`src/hdl/mspu_pkg.sv`:
```
`timescale 1ns / 1ps

package mspu_pkg;

  // command codes
  localparam logic [1:0] CMD_LOAD   = 2'd0;
  localparam logic [1:0] CMD_CLEAR  = 2'd1;
  localparam logic [1:0] CMD_PACK   = 2'd2;
  localparam logic [1:0] CMD_UNPACK = 2'd3;

  // largest field length in bits
  localparam logic [5:0] MAX_LEN = 6'd32;

  // input item
  typedef struct packed {
    logic [1:0]  command;
    logic [5:0]  start_bit;
    logic [5:0]  bit_length;
    logic [31:0] field_value;
    logic [63:0] frame_in;
  } in_item_t;

  // result item
  typedef struct packed {
    logic [31:0] value_out;
    logic [63:0] frame_out;
    logic        range_error;
  } out_item_t;

endpackage

```
`src/hdl/motorola_signal_pack_unpack.sv`:
```
// an accepted transfer enters the input register, then the result register on out_data
// throughput: one command per cycle unless out_ready stalls; the frame register and result
//   register are updated in the same cycle, so back-to-back commands chain
// reset (rst_n low, synchronous): frame cleared to zero, both stages emptied
`timescale 1ns / 1ps

module motorola_signal_pack_unpack #(
  parameter int FRAME_BYTES = 8
) (
  input  logic                clk,
  input  logic                rst_n,
  input  logic                in_valid,
  output logic                in_ready,
  input  mspu_pkg::in_item_t  in_data,
  output logic                out_valid,
  input  logic                out_ready,
  output mspu_pkg::out_item_t out_data
);

  // bytes at or beyond FRAME_BYTES always read zero
  function automatic logic [63:0] mk_mask();
    logic [63:0] m;
    m = '0;
    for (int k = 0; k < 8; k++) begin
      if (k < FRAME_BYTES) begin
        m[8*k +: 8] = 8'hFF;
      end
    end
    return m;
  endfunction

  localparam logic [63:0] FRAME_MASK = mk_mask();

  mspu_pkg::in_item_t  in_r;
  logic                in_valid_r;
  logic                in_valid_nxt;
  mspu_pkg::out_item_t out_r;
  mspu_pkg::out_item_t out_nxt;
  logic                out_valid_r;
  logic                out_valid_nxt;
  logic [63:0]         frame_r;
  logic [63:0]         frame_nxt;
  logic                advance;
  logic                in_xfer;

  // handshake
  assign advance  = in_valid_r && (!out_valid_r || out_ready);
  assign in_ready = !in_valid_r || advance;
  assign in_xfer  = in_valid && in_ready;

  // signal datapath
  mspu_field #(
    .FRAME_BYTES(FRAME_BYTES)
  ) u_field (
    .item      (in_r),
    .frame_cur (frame_r),
    .frame_mask(FRAME_MASK),
    .result    (out_nxt),
    .frame_new (frame_nxt)
  );

  // stage valids
  always_comb begin
    in_valid_nxt  = in_xfer ? 1'b1 : (advance ? 1'b0 : in_valid_r);
    out_valid_nxt = advance ? 1'b1 : ((out_valid_r && out_ready) ? 1'b0 : out_valid_r);
  end

  // control and frame state
  always_ff @(posedge clk) begin
    if (!rst_n) begin
      in_valid_r  <= 1'b0;
      out_valid_r <= 1'b0;
      frame_r     <= '0;
    end else begin
      in_valid_r  <= in_valid_nxt;
      out_valid_r <= out_valid_nxt;
      if (advance) begin
        frame_r <= frame_nxt;
      end
    end
  end

  // payload registers
  always_ff @(posedge clk) begin
    if (in_xfer) begin
      in_r <= in_data;
    end
    if (advance) begin
      out_r <= out_nxt;
    end
  end

  assign out_valid = out_valid_r;
  assign out_data  = out_r;

  // a shown result always carries the current frame
  a_frame_match: assert property (@(posedge clk) disable iff (!rst_n)
    out_valid_r |-> (out_r.frame_out == frame_r))
    else $error("result frame differs from frame register");

  // bytes outside the frame stay clear
  a_frame_bounds: assert property (@(posedge clk) disable iff (!rst_n)
    1'b1 |-> ((frame_r & ~FRAME_MASK) == 64'd0))
    else $error("frame byte beyond frame length set");

  // a rejected field never yields a value
  a_err_value: assert property (@(posedge clk) disable iff (!rst_n)
    (out_valid_r && out_r.range_error) |-> (out_r.value_out == 32'd0))
    else $error("value present with range error");

  // input stage only stalls when it holds an item
  a_stall_full: assert property (@(posedge clk) disable iff (!rst_n)
    !in_ready |-> (in_valid_r && out_valid_r && !out_ready))
    else $error("input stalled without cause");

  // a completed command appears at the output next cycle
  a_advance_out: assert property (@(posedge clk) disable iff (!rst_n)
    advance |=> out_valid_r)
    else $error("result lost after advance");

endmodule

```
`src/hdl/mspu_field.sv`:
```
`timescale 1ns / 1ps

module mspu_field #(
  parameter int FRAME_BYTES = 8
) (
  input  mspu_pkg::in_item_t  item,
  input  logic [63:0]         frame_cur,
  input  logic [63:0]         frame_mask,
  output mspu_pkg::out_item_t result,
  output logic [63:0]         frame_new
);

  localparam logic [3:0] BYTES_LIM = 4'(FRAME_BYTES);

  // reverse byte order: byte 0 moves to the top
  function automatic logic [63:0] bswap(input logic [63:0] w);
    logic [63:0] r;
    r = '0;
    for (int k = 0; k < 8; k++) begin
      r[8*(7-k) +: 8] = w[8*k +: 8];
    end
    return r;
  endfunction

  logic [5:0]  lm1;
  logic        len_ok;
  logic [3:0]  diff;
  logic [2:0]  shamt;
  logic [2:0]  span;
  logic [2:0]  first;
  logic [2:0]  pad;
  logic        span_ok;
  logic        err;
  logic [63:0] big;
  logic [63:0] gath;
  logic [39:0] acc;
  logic [39:0] acc_sh;
  logic [31:0] vmask;
  logic [31:0] unpacked;
  logic [39:0] pv;
  logic [63:0] pw;
  logic [63:0] pw_pos;
  logic [63:0] packed_frame;

  // field geometry
  always_comb begin
    lm1     = item.bit_length - 6'd1;
    len_ok  = (item.bit_length != 6'd0) && (item.bit_length <= mspu_pkg::MAX_LEN);
    diff    = {1'b0, item.start_bit[2:0]} - {1'b0, lm1[2:0]};
    shamt   = diff[2:0];
    span    = {1'b0, lm1[4:3]} + 3'd1 + {2'b0, diff[3]};
    first   = item.start_bit[5:3];
    pad     = 3'd5 - span;
    span_ok = ({1'b0, first} + {1'b0, span}) <= BYTES_LIM;
    err     = !len_ok || !span_ok;
  end

  // gather span bytes most significant first, then align and mask
  always_comb begin
    big      = bswap(frame_cur);
    gath     = big << {first, 3'b000};
    acc      = gath[63:24] >> {pad, 3'b000};
    acc_sh   = acc >> shamt;
    vmask    = 32'hFFFF_FFFF >> (mspu_pkg::MAX_LEN - item.bit_length);
    unpacked = acc_sh[31:0] & vmask;
  end

  // place shifted value over the span, bits past the span fall off
  always_comb begin
    pv           = {8'b0, item.field_value} << shamt;
    pw           = {pv, 24'b0} << {pad, 3'b000};
    pw_pos       = pw >> {first, 3'b000};
    packed_frame = bswap(big | pw_pos) & frame_mask;
  end

  // command decode
  always_comb begin
    result.value_out   = '0;
    result.range_error = 1'b0;
    frame_new          = frame_cur;
    unique case (item.command)
      mspu_pkg::CMD_LOAD: begin
        frame_new = item.frame_in & frame_mask;
      end
      mspu_pkg::CMD_CLEAR: begin
        frame_new = '0;
      end
      mspu_pkg::CMD_PACK: begin
        result.range_error = err;
        if (!err) begin
          frame_new = packed_frame;
        end
      end
      mspu_pkg::CMD_UNPACK: begin
        result.range_error = err;
        if (!err) begin
          result.value_out = unpacked;
        end
      end
      default: begin
        frame_new = frame_cur;
      end
    endcase
    result.frame_out = frame_new;
  end

endmodule
```
`config.mk`:
```
export PLATFORM = sky130hd
export DESIGN_NAME = motorola_signal_pack_unpack
export DESIGN_NICKNAME = d
export VERILOG_FILES = /design/src/hdl/mspu_pkg.sv /design/src/hdl/motorola_signal_pack_unpack.sv /design/src/hdl/mspu_field.sv
export SDC_FILE = /design/constraint.sdc
export NUM_CORES = 1
export LEC_CHECK = 0
export BUFFER_PORTS_ARGS = -buffer_cell sky130_fd_sc_hd__clkbuf_2
export CAP_MARGIN = 40
export CORE_UTILIZATION = 45
export DETAILED_ROUTE_END_ITERATION = 7
export PLACE_DENSITY = 0.6
export SETUP_SLACK_MARGIN = 0.05
export SYNTH_ARGS = -nofsm -noshare
export SYNTH_HDL_FRONTEND = slang
export SYNTH_SLANG_ARGS = --single-unit
```
`constraint.sdc`:
```
create_clock -name clk -period 8.9 [get_ports clk]
set_input_delay 1.78 -clock clk [delete_from_list [all_inputs] [get_ports clk]]
set_output_delay 1.78 -clock clk [all_outputs]
set_load 0.005 [all_outputs]
```
Word level (Yosys, flattened, before mapping) --
Cells that the tools add are included. W data, S select, Z words.
Cells by class: $add $sub $neg 7, order comparisons 2, equal/unequal tests 3, shift operators 7, multiplexer cells 6, bitwise gates (word level) 3, reductions and logical operators 17
Operators by type and width (count):
- $pmux W64 S3 | 1
- $shl A64 B6 Y64 | 2
- $mux W64 | 1
- $or A64 B64 Y64 | 1
- $shr A64 B6 Y64 | 1
- $shl A32 B3 Y40 | 1
- $shr A40 B3 Y32 | 1
- $shr A40 B6 Y40 | 1
- $and A32 B32 Y32 | 1
- $shr A32 B6 Y32 const A | 1
- $le A6 B6 Y1 const B | 1
- $reduce_bool A6 Y1 | 1
- $sub A6 B6 Y6 const A | 1
- $sub A5 B1 Y5 const B | 1
- $add A3 B3 Y4 | 1
- $eq A2 B2 Y1 const B | 2
- $le A4 B4 Y1 const B | 1
- $logic_and A1 B1 Y1 | 4
- $logic_not A1 Y1 | 4
- $mux W1 | 4
- $reduce_bool A2 Y1 | 2
- $reduce_or A2 Y1 | 2
- $sub A3 B3 Y4 | 1
- $add A2 B1 Y3 const B | 1
- 6 further kinds | 8
Word-level totals: bits in registers 273, bits of input ports 114, output and inout bits 99, logic and storage cells 56

Longest topological paths before layout --
depth in word-level cells 9, gate-level depth with buffers 22, mapped depth without buffers 20

Cells and area by module --
From an unflattened synthesis, not the netlist that was laid out.
Second synthesis, totals: cells, all modules 2075, area, all modules 20214.4 um2
Modules (own cells, without submodules):
- mspu_field | instances 1, cells each 1581, area each 11335.9 um2, seq. area each 0.0 um2
- motorola_signal_pack_unpack | instances 1, cells each 494, area each 8878.5 um2, seq. area each 7537.2 um2

Least setup slack after synthesis --
Ideal clock, no wire load.
path kind input to register, start input port out_ready, end register in_r[0] in the netlist's numbering, enable pin, setup time 0.481 ns, arrival time 4.477 ns, data required time 8.419 ns, setup slack 3.942 ns, cell stages on the path 3, buffers on the path 0, cells stage by stage nor2b_1 -> nand2_1 -> and2_1
On the way: longest elaborated chain between the ends 4
RTL lines:
- start: declaration | RTL line motorola_signal_pack_unpack.sv:16 | input logic out_ready,
- $logic_or A1 B1 Y1 | RTL line motorola_signal_pack_unpack.sv:47 | assign advance = in_valid_r && (!out_valid_r || out_ready);
- $logic_and A1 B1 Y1 | RTL line motorola_signal_pack_unpack.sv:47
- $logic_or A1 B1 Y1 | RTL line motorola_signal_pack_unpack.sv:48 | assign in_ready = !in_valid_r || advance;
- named net in_ready | RTL line motorola_signal_pack_unpack.sv:13 | output logic in_ready,
- $logic_and A1 B1 Y1 | RTL line motorola_signal_pack_unpack.sv:49 | assign in_xfer = in_valid && in_ready;
- end signal: assignment | RTL line motorola_signal_pack_unpack.sv:86 | in_r <= in_data;
- end: declaration | RTL line motorola_signal_pack_unpack.sv:34 | mspu_pkg::in_item_t in_r;
The timed path passes the listed nets, and every way through them passes these cells. A chain may end at the register's enable or synchronous reset.

Worst setup path in the final report --
start register in_r[96] in the netlist's numbering, end register out_r, in the netlist out_data[75], data pin
On the way: longest elaborated chain between the ends 8, elaborated cells on any way between the ends 19, those cells by class add/sub (7); order compare (2); shift (3); bitwise (1); reduce/logical (6)
RTL lines:
- branches (longest 8 deep; another with $sub A5 B1 Y5)
- end signal: assignment | RTL line motorola_signal_pack_unpack.sv:89 | out_r <= out_nxt;
- end: declaration | RTL line motorola_signal_pack_unpack.sv:37 | mspu_pkg::out_item_t out_r;
Several ways; the timed one is not identified.

==> impl_metrics.csv <==
group,metric,value,unit
logic_synthesis,synth.most_common_cell,"edfxtp_1",
critical_path,slowest_delay,520,ps
logic_synthesis,yosys.area.top_type_share,32.6,%
cts,insertion_delay,620,ps
critical_path,startpoint_type,"flop",
timing,slew_headroom,29.1,%
cts,root_buffer,"clkbuf_16",
place,postPlaceCellArea,0.0204,mm²
critical_path,arrival,6910,ps
logic_synthesis,synth_compound_area_share,21.9,%
logic_synthesis,synthArstFlopShare,0,%
route,drt-initial-drc-count,2270,
power_and_ir_drop,power_per_cell_area,217,mW/mm²
logic_synthesis,synthXorXnorAreaFrac,0.492,%
cells_and_area,antenna_cells,0,
die,die_height,208,µm
critical_path,endpoint_kind,"flop",
global_routing,grt_util_all_layers,34.7,%
cts,post_cts_buffers,0,
logic_synthesis,synth_top_family_by_area,"compound AO/OA/AOI/OAI gates",
logic_synthesis,synth-seq-cells,273,
power_and_ir_drop,p_leak,7.95,nW
cts,cts_tree,"done",
global_routing,grt_pass1_wl,113,mm
die,std_cell_rows,75,
global_routing,first_global_vias,17200,
die,ios,213,
die,start_util,45.6,%
logic_synthesis,yosysWarnings,0,
run_status,status,"complete, no violations",
logic_synthesis,synthFlopType,"edfxtp_1",
logic_synthesis,synthTopCellsByCount,"edfxtp_1 (207), nor2_1 (192), nand2_1 (171), a21oi_1 (141), mux2i_1 (98)",
min_path,hold_path_class,"reg2reg",
logic_synthesis,yosys.area.top_type,"edfxtp_1",
global_routing,grt_max_degree,82,
flow_run,cap_violations,0,
place,place_hpwl,56.4,mm
timing,fin_crit,6510,ps
cells_and_area,drive_gt1_share,22.9,%
cts,path_clk_slew,60,ps
cts,cts_buffer_depth,3,
cts,clkSinkCount,273,
route,antenna_left,0,
route,vias,17900,
logic_synthesis,postSynthAreaPerCell,9.99,µm²
place,gp_congestion,1.04,
die,core,0.0419,mm²
timing,finalSetupViolations,0,
critical_path,worstSetupPathType,"reg2reg",
timing,fin_crit_sh,73.1,%
cts,cts-htree-levels,1,
die,fp.dieW,208,µm
logic_synthesis,synth_edf_count,207,
critical_path,path_max_fanout,32,
timing,rsz0062_at_grt,"false",
global_routing,antenna_found_initial,0,
timing,final-hold-violation-count,0,
cts,numCtsBuffers,30,
critical_path,required,9300,ps
logic_synthesis,synth_simple_gate_area_share,13.6,%
timing,final_max_slew_viol_count,0,
cells_and_area,fill_cells,3879,
timing,max_freq,154,MHz
cts,cts.repair.resized,0,
logic_synthesis,synth.mux.area_fraction,17.9,%
route,via_per_inst,6.86,
timing,worst_pin_slew,1060,ps
logic_synthesis,ys_seq_area_share,39.5,%
route,wl_per_cell,29.4,µm
timing,fin_worst_skew,60.2,ps
critical_path,worstPathCellList,"inv_1, ha_1, inv_1, ha_1, inv_1, ha_1, o21ai_0, nand2b_1, ha_2, buf_4, inv_2, nand2_1, inv_2, fa_1, o32a_1, or2_2, nor2_1, nand2_1, a211o_1, o22ai_1",
cts,cts_hold_buf,0,
logic_synthesis,syn_inst,1910,
cells_and_area,final_cell_area,0.0215,mm²
die,die-area,0.0432,mm²
route,drt_wl_total,76.6,mm
route,dr.pass1.iters,7,
logic_synthesis,synth_nets,2038,
route,drc,0,
global_routing,grt_overflow,0,
logic_synthesis,synth.distinct_cells,97,
power_and_ir_drop,peakVddDrop,156,µV
timing,finalSetupTns,0,ps
cells_and_area,nNetsFinal,2172,
logic_synthesis,synth_fa_ha_area_share,0.996,%
logic_synthesis,synth_area,0.0191,mm²
cells_and_area,syn2layout_area_growth,12.8,%
logic_synthesis,synth.area.top_cells,"edfxtp_1 (33%), mux4_2 (9.0%), dfxtp_1 (6.9%)",
place,numPortBuffers,212,
critical_path,worst_path_max_delay_cell,"inv_2",
[routing by layer]
layer	part of all wire, %	GRT usage [%]	vias up
met5	0	0	-
met1	40	47.2	8778
met4	4.2	14.2	0
li1	-	-	7762
met2	45	53.3	1115
met3	10	7.95	216
[power breakdown]
part / internal (W) / switching [W]
registers: 0.00145 / 0.0000567
logic: 0.000597 / 0.00121
clock network: 0.000820 / 0.000534
[sequential cells by signal, summed over array words and instances (netlist names)]
| register | flops |
|---|---|
| frame_r | 64 |
| in_r | 110 |
| in_valid_r | 1 |
| out_data | 97 |
| out_valid | 1 |
[kinds of logic (layout without fill, tap and decap cells)]
group           count (synthesis)  count (layout)
simple gates                  569             569
fa+ha+maj                      14              14
mux                           230             230
buf+inv                       211             369
xor+xnor                        9               9
flops                         273             273
compound gates                604             604
[metrics by stage]
step                total power, W  worst slack [ps]  cells  util [%]  hold slack [ps]
floorplan                  0.00265              3940   1910         -              475
global placement           0.00326              2640   2546      48.6              503
detailed placement         0.00327              2460   2551      48.9              528
CTS                        0.00463              2440   2607      51.4              541
global route               0.00481              1970   2607      51.4              553
finish                     0.00467              2390   2607      51.4              540
[final cells by class]
| type | instances | area (µm²) | share of cell area [%] |
|---|---|---|---|
| clock buffer | 32 | 758 | 3.52 |
| clock inverter | 24 | 320 | 1.49 |
| inverter | 52 | 200 | 0.930 |
| multi-input combinational | 1426 | 10500 | 49.0 |
| sequential | 273 | 7540 | 35.0 |
| tap | 539 | 674 | 3.13 |
| timing repair buffer | 261 | 1500 | 6.95 |
[critical path, delay by kind of cell (launching register included)]
kind	cells	cell delay, ps
flops	1	420
buf+inv	6	1400
compound gates	4	1090
fa+ha+maj	5	1840
simple gates	5	1580
[cells in the final DEF, fill, tap and decap left out, types with 10 or more instances in the layout]
master / instances
clkbuf_2: 212
edfxtp_1: 207
nor2_1: 191
nand2_1: 171
a21oi_1: 141
mux2i_1: 98
o21ai_0: 93
mux4_2: 76
dfxtp_1: 66
mux2_2: 50
a211oi_1: 46
nand3_1: 45
buf_4: 44
inv_1: 43
nor3_1: 37
o22ai_1: 35
clkbuf_16: 30
a31oi_1: 28
nand2b_1: 27
and3_1: 22
a221oi_1: 22
a22oi_1: 19
o211ai_1: 19
o221ai_1: 18
nor2b_1: 15
o2bb2ai_1: 15
nor4_1: 14
a2111oi_0: 14
o31ai_1: 13
o32ai_1: 11
a311oi_1: 11
a211o_1: 11
clkinv_1: 10
a22o_1: 10
[final timing paths]
path,start,to,slack (ps),cells past startpoint
max,in_r[96],out_data[75],2390,20
min,in_valid_r,out_valid,540,2
max reg2reg,in_r[96],out_data[75],2390,20
min reg2reg,in_valid_r,out_valid,540,2
No activity file was read; power rests on OpenSTA's default activity.
